===== src/design/sftl_pkg.sv =====
`timescale 1ns / 1ps
// ----------------------------------------------------------------------------
// sftl_pkg
// Shared types and codes for the sorted table floor lookup block.
// ----------------------------------------------------------------------------
package sftl_pkg;

  localparam int unsigned DataW   = 32;
  localparam int unsigned IndexW  = 10;
  localparam int unsigned CfgIdxW = 2;

  typedef enum logic [1:0] {
    REQ_CLEAR  = 2'd0,
    REQ_LOAD   = 2'd1,
    REQ_LOOKUP = 2'd2
  } req_e;

  typedef enum logic [2:0] {
    ST_FOUND      = 3'd0,
    ST_BELOW_BASE = 3'd1,
    ST_NO_COVER   = 3'd2,
    ST_ACCEPTED   = 3'd3,
    ST_DROPPED    = 3'd4,
    ST_CLEARED    = 3'd5
  } status_e;

  typedef enum logic [1:0] {
    REG_KERNEL_BASE = 2'd0,
    REG_ARENA_LOW   = 2'd1,
    REG_ARENA_HIGH  = 2'd2
  } reg_e;

  typedef enum logic [2:0] {
    FSM_IDLE,
    FSM_PROBE,
    FSM_FETCH,
    FSM_RESP
  } fsm_e;

  typedef struct packed {
    logic [DataW-1:0] kernel_base;
    logic [DataW-1:0] arena_low;
    logic [DataW-1:0] arena_high;
  } cfg_t;

  typedef struct packed {
    logic             we;
    logic [DataW-1:0] addr;
    logic [DataW-1:0] name;
  } tbl_wr_t;

  typedef struct packed {
    status_e           status;
    logic [IndexW-1:0] entry_index;
    logic [DataW-1:0]  found_name;
    logic [DataW-1:0]  offset;
  } res_t;

endpackage


===== src/design/sftl_ctrl.sv =====
`timescale 1ns / 1ps
// ----------------------------------------------------------------------------
// sftl_ctrl
// Request sequencer: entry count, load/clear handling and the binary search
// that probes the table one entry per cycle.
// ----------------------------------------------------------------------------
module sftl_ctrl #(
  parameter int unsigned TABLE_DEPTH = 1024,
  localparam int unsigned IdxW = $clog2(TABLE_DEPTH),
  localparam int unsigned CntW = $clog2(TABLE_DEPTH + 1)
) (
  input  logic                   clk_i,
  input  logic                   rst_ni,
  input  sftl_pkg::cfg_t         cfg_i,
  input  logic                   in_valid_i,
  output logic                   in_stall_o,
  input  logic [1:0]             req_type_i,
  input  logic [sftl_pkg::DataW-1:0] addr_i,
  input  logic [sftl_pkg::DataW-1:0] name_ref_i,
  output sftl_pkg::tbl_wr_t      wr_o,
  output logic [IdxW-1:0]        wr_idx_o,
  output logic [IdxW-1:0]        rd_idx_o,
  input  logic [sftl_pkg::DataW-1:0] rd_addr_i,
  input  logic [sftl_pkg::DataW-1:0] rd_name_i,
  output logic                   res_valid_o,
  input  logic                   res_take_i,
  output sftl_pkg::res_t         res_o
);
  import sftl_pkg::*;

  localparam logic [CntW-1:0] Depth = CntW'(TABLE_DEPTH);
  localparam logic [CntW-1:0] One   = CntW'(1);

  fsm_e             state_q, state_d;
  logic [CntW-1:0]  cnt_q, cnt_d;
  logic [CntW-1:0]  lo_q, lo_d;
  logic [CntW-1:0]  hi_q, hi_d;
  logic [CntW-1:0]  mid_q, mid_d;
  logic [DataW-1:0] query_q, query_d;
  res_t             res_q, res_d;

  logic [CntW-1:0]  lo_n, hi_n, mid_n, found_idx, fetch_idx;
  logic [31:0]      found_wide;

  assign found_idx  = lo_q - One;
  assign found_wide = 32'(found_idx);

  always_ff @(posedge clk_i or negedge rst_ni) begin
    if (!rst_ni) begin
      state_q <= FSM_IDLE;
      cnt_q   <= '0;
    end else begin
      state_q <= state_d;
      cnt_q   <= cnt_d;
    end
  end

  always_ff @(posedge clk_i) begin
    lo_q    <= lo_d;
    hi_q    <= hi_d;
    mid_q   <= mid_d;
    query_q <= query_d;
    res_q   <= res_d;
  end

  always_comb begin
    state_d     = state_q;
    cnt_d       = cnt_q;
    lo_d        = lo_q;
    hi_d        = hi_q;
    mid_d       = mid_q;
    query_d     = query_q;
    res_d       = res_q;
    wr_o        = '0;
    wr_idx_o    = cnt_q[IdxW-1:0];
    rd_idx_o    = mid_q[IdxW-1:0];
    in_stall_o  = (state_q != FSM_IDLE);
    res_valid_o = (state_q == FSM_RESP);
    lo_n        = lo_q;
    hi_n        = hi_q;
    mid_n       = mid_q;
    fetch_idx   = '0;

    case (state_q)
      FSM_IDLE: begin
        if (in_valid_i) begin
          res_d = '0;
          case (req_type_i)
            REQ_CLEAR: begin
              cnt_d        = '0;
              res_d.status = ST_CLEARED;
              state_d      = FSM_RESP;
            end
            REQ_LOAD: begin
              if (addr_i >= cfg_i.arena_low && addr_i < cfg_i.arena_high &&
                  cnt_q < Depth) begin
                wr_o.we      = 1'b1;
                wr_o.addr    = addr_i;
                wr_o.name    = name_ref_i;
                cnt_d        = cnt_q + One;
                res_d.status = ST_ACCEPTED;
              end else begin
                res_d.status = ST_DROPPED;
              end
              state_d = FSM_RESP;
            end
            REQ_LOOKUP: begin
              query_d = addr_i;
              if (addr_i < cfg_i.kernel_base) begin
                res_d.status = ST_BELOW_BASE;
                state_d      = FSM_RESP;
              end else if (cnt_q == '0) begin
                res_d.status = ST_NO_COVER;
                state_d      = FSM_RESP;
              end else begin
                lo_d     = '0;
                hi_d     = cnt_q;
                mid_d    = cnt_q >> 1;
                rd_idx_o = mid_d[IdxW-1:0];
                state_d  = FSM_PROBE;
              end
            end
            default: begin
              // unused request code: take the beat, give no result
            end
          endcase
        end
      end
      FSM_PROBE: begin
        // read data holds entry_addr[mid_q]; narrow the range and issue
        // the next probe in the same cycle
        if (rd_addr_i <= query_q) begin
          lo_n = mid_q + One;
        end else begin
          hi_n = mid_q;
        end
        mid_n = lo_n + ((hi_n - lo_n) >> 1);
        lo_d  = lo_n;
        hi_d  = hi_n;
        mid_d = mid_n;
        if (lo_n < hi_n) begin
          rd_idx_o = mid_n[IdxW-1:0];
        end else if (lo_n == '0) begin
          res_d        = '0;
          res_d.status = ST_NO_COVER;
          state_d      = FSM_RESP;
        end else begin
          fetch_idx = lo_n - One;
          rd_idx_o  = fetch_idx[IdxW-1:0];
          state_d   = FSM_FETCH;
        end
      end
      FSM_FETCH: begin
        res_d.status      = ST_FOUND;
        res_d.entry_index = found_wide[IndexW-1:0];
        res_d.found_name  = rd_name_i;
        res_d.offset      = query_q - rd_addr_i;
        state_d           = FSM_RESP;
      end
      FSM_RESP: begin
        if (res_take_i) begin
          state_d = FSM_IDLE;
        end
      end
      default: begin
        state_d = FSM_IDLE;
      end
    endcase
  end

  assign res_o = res_q;

  // Writes happen only from idle and read data is used only during a search,
  // so no read whose data is used meets a write of the same entry in flight.

  a_probe_range: assert property (@(posedge clk_i) disable iff (!rst_ni)
    state_q == FSM_PROBE |-> (lo_q <= mid_q && mid_q < hi_q && hi_q <= cnt_q))
    else $error("search range out of order");

  a_cnt_bound: assert property (@(posedge clk_i) disable iff (!rst_ni)
    cnt_q <= Depth)
    else $error("entry count beyond table depth");

  a_fetch_after_probe: assert property (@(posedge clk_i) disable iff (!rst_ni)
    state_q == FSM_FETCH |-> $past(state_q) == FSM_PROBE)
    else $error("fetch without a finished search");

  a_miss_zero: assert property (@(posedge clk_i) disable iff (!rst_ni)
    (res_valid_o && res_o.status != ST_FOUND) |->
      (res_o.entry_index == '0 && res_o.found_name == '0 && res_o.offset == '0))
    else $error("non-found result carries data");

  a_wr_idle: assert property (@(posedge clk_i) disable iff (!rst_ni)
    wr_o.we |-> (state_q == FSM_IDLE && in_valid_i && cnt_q < Depth))
    else $error("table write outside a load");

endmodule


===== config.mk =====
export PLATFORM = sky130hd
export DESIGN_NAME = sftl_ctrl
export DESIGN_NICKNAME = d
export VERILOG_FILES = /design/src/design/sftl_pkg.sv /design/src/design/sftl_ctrl.sv
export SDC_FILE = /design/constraint.sdc
export NUM_CORES = 1
export LEC_CHECK = 0
export BUFFER_PORTS_ARGS = -buffer_cell sky130_fd_sc_hd__buf_2
export CAP_MARGIN = 40
export CELL_PAD_IN_SITES_DETAIL_PLACEMENT = 0
export CELL_PAD_IN_SITES_GLOBAL_PLACEMENT = 1
export CORE_MARGIN = 5
export CORE_UTILIZATION = 35
export DETAILED_ROUTE_END_ITERATION = 7
export PLACE_DENSITY_LB_ADDON = 0.1
export REMOVE_ABC_BUFFERS = 1
export SYNTH_ARGS = -nofsm -noshare
export SYNTH_HDL_FRONTEND = slang
export SYNTH_SLANG_ARGS = --single-unit
export TNS_END_PERCENT = 5

===== constraint.sdc =====
create_clock -name clk_i -period 6.5 [get_ports clk_i]
set_clock_uncertainty 0.2 [all_clocks]
set_input_delay 0 -clock clk_i [delete_from_list [all_inputs] [get_ports clk_i]]
set_output_delay 0 -clock clk_i [all_outputs]
set_load 0.01 [all_outputs]

; Yosys cells after proc, flatten, opt, wreduce, memory -nomap -nowiden
; Cells that the tools add are included.
[op_classes]
n_addsub = 7
multipliers = 0
n_div = 0
order_cmp = 6
n_eq_ne = 14
shift = 0
muxes = 48
bitwise = 0
reduce_logical = 16
[op_table]
columns = operator, n
row1 = $mux W65, 4
row2 = $mux W77, 3
row3 = $pmux W77 S3, 1
row4 = $mux W11, 17
row5 = $pmux W11 S2, 4
row6 = $lt A32 B32 Y1, 2
row7 = $mux W10, 6
row8 = $ge A32 B32 Y1, 1
row9 = $le A32 B32 Y1, 1
row10 = $sub A32 B32 Y32, 1
row11 = $add A11 B1 Y11 const B, 2
row12 = $logic_not A11 Y1, 2
row13 = $pmux W10 S2, 1
row14 = $sub A10 B1 Y10 const B, 2
row15 = $mux W3, 4
row16 = $ne A2 B2 Y1 const B, 6
row17 = $pmux W3 S4, 1
row18 = $reduce_and A4 Y1, 3
row19 = $add A11 B10 Y11, 1
row20 = $lt A11 B11 Y1, 1
row21 = $lt A11 B11 Y1 const B, 1
row22 = $sub A11 B11 Y11, 1
row23 = $pmux W3 S3, 1
row24 = $mux W2, 4
row25 = other kinds (16), 21
[totals]
reg_bits = 156
latchBits = 0
ramBits = 0
rom_bits = 0
in_bits = 230
word_cells = 101
memories = 0

; Logic depth before layout (Yosys ltp)
[logic_depth]
ltp_word = 7
mapped_depth = 31
ltp_nobuf = 28

; Worst setup path after synthesis
; OpenSTA, ideal clock, no wires.
[synth_timing]
path_kind = reg2reg
startpoint = register query_q[0]
endpoint = register res_q, in the netlist res_o[0] (enable)
arrival_ns = 5.441
path_slack_ns = 0.454
path_stages_with_launch = 27
path_buffers = 3
period_less_slack_ns = 6.046
path_cell_list = edfxtp_1 > inv_1 > ha_1 > inv_1 > fa_1 > a21oi_1 > o211ai_1 > nor3_1 > o221ai_2 > or2_1 > buf_6 > clkbuf_1 > clkbuf_1 > nand2_1 > nand2_1 > ha_1 > a21o_1 > nand2_1 > nand2b_1 > a21o_1 > a21o_1 > a21oi_1 > nand2_1 > a41oi_1 > nor3b_1 > nor3_1 > o221a_2
[synth_between]
elab_chain_len = 6
word_cells_on_any_way = 10
[synth_lines]
columns = element, line_no
row1 = start: declaration, sftl_ctrl.sv:39  ; logic [DataW-1:0] query_q, query_d;
row2 = start signal: assignment, sftl_ctrl.sv:62  ; query_q <= query_d;
row3 = $le A32 B32 Y1 (*), sftl_ctrl.sv:132  ; if (rd_addr_i <= query_q) begin
row4 = $mux W11, sftl_ctrl.sv:132
row5 = $mux W11, sftl_ctrl.sv:84  ; case (state_q)
row6 = $lt A11 B11 Y1 or $logic_not A11 Y1 (tied branches), "sftl_ctrl.sv:141, sftl_ctrl.sv:143"
row7 = $ne A2 B2 Y1 (no line), --
row8 = $reduce_and A4 Y1 (no line) (*), --
row9 = end signal: assignment, sftl_ctrl.sv:63  ; res_q <= res_d;
row10 = end: declaration, sftl_ctrl.sv:40  ; res_t res_q, res_d;
; Every way passes the cells marked *; elsewhere a longest branch is shown, timed or not. The select of a mux whose other input is x is not followed.
; A chain may end at the register's enable or synchronous reset.

; Worst setup path after layout
[layout_timing]
startpoint = register query_q[0]
endpoint = output rd_idx_o[9]
[layout_between]
elab_chain_len = 7
word_cells_on_any_way = 13
[layout_lines]
columns = element, line_no
row1 = $le A32 B32 Y1 (*), sftl_ctrl.sv:132
row2 = $mux W11, sftl_ctrl.sv:132
row3 = $mux W11, sftl_ctrl.sv:84
row4 = "$sub A11 B11 Y11, or another cell as far along", sftl_ctrl.sv:137  ; mid_n = lo_n + ((hi_n - lo_n) >> 1);
row5 = $add A11 B10 Y11 or $mux W10 (tied branches), "sftl_ctrl.sv:137, sftl_ctrl.sv:143"
row6 = $mux W10 (*), sftl_ctrl.sv:141  ; if (lo_n < hi_n) begin
row7 = $pmux W10 S2 (*), sftl_ctrl.sv:84
row8 = end: declaration, sftl_ctrl.sv:22  ; output logic [IdxW-1:0] rd_idx_o,
; Marks and branches as above.

==> flow_metrics.env <==
export IMPL_outcome="completed"
export IMPL_core_area_um2=35480
export IMPL_cp_arrival_ns=5.92
export IMPL_wire_per_inst_um=17.44
export IMPL_max_stage_delay_ns=0.39
export IMPL_routed_wl_met3_um=2445
export IMPL_hp_class="in -> reg"
export IMPL_cts_root_buf="clkbuf_16"
export IMPL_die_width_um=199.4
export IMPL_viasPerCell=4.852
export IMPL_r2r_cells=27
export IMPL_setup_worst_path_start_class="flop"
export IMPL_peakVddDrop_uv=199.7
export IMPL_startpoint="query_q[0]"
export IMPL_required_ns=6.30
export IMPL_max_slew_worst_pin_slew_ns=0.8358
export IMPL_fill_cells=3536
export IMPL_finalSetupTns_ns=0
export IMPL_powerDensity_nw_per_um2=399.0
export IMPL_synthArstFlopShare=0.08387
export IMPL_setup_ws_ns=0.3777
export IMPL_rsz0062_at_grt="true"
export IMPL_drv_slew=0
export IMPL_clock_sinks=155
export IMPL_finalCriticalPeriod_ns=6.122
export IMPL_clock_latency_ns=0.43
export IMPL_first_global_vias=11500
export IMPL_tritoncts="yes"
export IMPL_ys_types=75
export IMPL_numCtsBuffers=17
export IMPL_synth_edff_count=142
export IMPL_ctsLongestPathBuffers=2
export IMPL_ioPinCount=394
export IMPL_reg2reg_to="mid_q[9]"
export IMPL_yosysWarnings=0
export IMPL_final_hold_viol_count=0
export IMPL_ys_seq_elements=155
export IMPL_routed_wl_um=40380
export IMPL_die_h_um=199.4
export IMPL_drc=0
export IMPL_std_cell_rows=69
export IMPL_grt_pass1_wl_um=62600
export IMPL_htreeDepth=4
export IMPL_maxCapViolCount=0
export IMPL_dieArea_um2=39780
export IMPL_fin_crit_sh=0.9419
export IMPL_endpoint="rd_idx_o[9]"
export IMPL_critPathMaxFanout=10
export IMPL_synth_top_flop_cell="edfxtp_1"
export IMPL_critPathKind="reg -> out"
export IMPL_drt_pass1_iter_count=7
export IMPL_routabilityCongestion=0.8663
export IMPL_area_delta_synth_final_pct=31.51
export IMPL_leakagePower_nw=8.325
export IMPL_netlist_area_um2=12560
export IMPL_slowest_stage="fa_1"
export IMPL_nNetsFinal=2225
export IMPL_m1WireLength_um=16520
export IMPL_rrSetupSlack_ns=0.66
export IMPL_max_freq_ghz=0.1633
export IMPL_grt_max_degree=65
export IMPL_num_vias=11230
export IMPL_seq_area_frac_synth=0.3654
export IMPL_ant_nets=0
export IMPL_clk_pin_slew_ns=0.06
export IMPL_r2r_start="query_q[0]"
export IMPL_postSynthAreaPerCell_um2=9.148
export IMPL_crit_path_end_kind="primary output"
export IMPL_antenna_found_initial=15
export IMPL_syn_inst=1373
export IMPL_top_layer_used="met5"
export IMPL_start_util=0.3540
export IMPL_post_cts_setup_buffer_count=0
export IMPL_dp_hpwl_um=32830
export IMPL_setup_violations=0
export IMPL_relSlewSlack=0.4394
export IMPL_track_usage=0.2009
export IMPL_drt_iter0_drc=453
export IMPL_met2WireLength_um=20430
export IMPL_layout_drive_gt1_share=0.2653
export IMPL_pre_cts_slack_ns=0.2248
export IMPL_overflow=0
export IMPL_port_buffers=393
## kinds of logic after synthesis
logic type,Yosys count,synth area share
XOR/XNOR,72,0.05020
AO/OA/AOI/OAI,283,0.1522
buffers and inverters,231,0.07291
adder cells (fa/ha/maj),159,0.1598
flip-flops,155,0.3654
AND/OR/NAND/NOR,454,0.1831
multiplexers,19,0.01644
## cell type report
type,instances,area (um^2),share of cell area
antenna,3,7.507,0.0004545
clock buffer,17,425.4,0.02575
clock inverter,14,141.4,0.008559
inverter,182,683.2,0.04136
multi-input combinational,987,7123,0.4312
sequential,155,4589,0.2778
tap,461,576.8,0.03492
timing repair buffer,496,2972,0.1799
## through the flow
step,hold WS [ns],cell area (um^2),util,instances,total power (W)
after CTS,0.004005,16470,0.4643,2312,0.006622
after floorplan,-0.4956,12330,-,1324,0.004256
after detailed placement,-0.2729,15120,0.4262,2204,0.005560
after global routing,0.02311,16510,0.4653,2312,0.007096
final,0.02150,16520,0.4655,2315,0.006590
after global placement,-0.2742,15100,0.4256,2201,0.005529
## power breakdown
group	internal, W	switching [W]
Clock	0.000534	0.000444
Combinational	0.00154	0.00222
Sequential	0.00164	0.000216
## layout by cell type, fill, tap and decap left out, drive strengths merged, types with 53 or more instances in the layout
cell type and n:
nor2 119, ha 153, a21o 61, and2 103
inv 186, dlygate4sd3 77, nand2 91, o21ai 53
buf 419, edfxtp 142, a21oi 74
## flip-flops by register name, indices dropped and copies added (netlist names)
signal / count
mid_q: 11
cnt_q: 11
hi_q: 11
res_o: 77
query_q: 32
state_q: 2
lo_q: 11
## per-layer routing
metal,track usage,up-vias
met1,0.2404,5120
met3,0.05058,63
met5,0,-
met4,0.05535,22
li1,-,5726
met2,0.3590,302
## repair_timing
item / in CTS / in global routing
endpoints found under the hold margin: 99 / 0
setup endpoints to repair: 2 / 6
hold buffers: 77 / 0
gates resized for setup: 4 / 9
pin swaps: 0 / 2
## cell usage after synthesis, types with 21 or more instances
cell / instances / share of area
inv_1: 181 / 0.054
ha_1: 153 / 0.15
edfxtp_1: 142 / 0.34
nor2_1: 119 / 0.036
and2_1: 102 / 0.051
nand2_1: 91 / 0.027
a21oi_1: 73 / 0.029
a21o_1: 61 / 0.036
o21ai_0: 45 / 0.018
xnor2_1: 40 / 0.028
clkbuf_1: 33 / 0.0099
xor2_1: 32 / 0.022
nand3_1: 24 / 0.0096
nand2b_1: 22 / 0.011
nor3_1: 21 / 0.0084
## worst min-delay path by stage
stage	start	to	slack, ns	cells after the start
floorplan	rst_ni	cnt_q[0]	-0.50	0
finish	rd_addr_i[6]	res_o[6]	0.02	5
global route	rd_addr_i[7]	res_o[7]	0.02	5
global placement	rst_ni	cnt_q[0]	-0.27	1
detailed placement	rst_ni	state_q[1]	-0.27	1
CTS	rd_addr_i[9]	res_o[9]	0.004	5
## critical path: cells and delay by family, from the launching register on
kind                     cells  cell delay [ns]
AO/OA/AOI/OAI               11             1.94
adder cells (fa/ha/maj)      4             1.28
AND/OR/NAND/NOR              6             0.92
multiplexers                 2             0.52
flip-flops                   1             0.35
buffers and inverters        4             0.34
XOR/XNOR                     1             0.15
(Power assumes the default switching activity.)
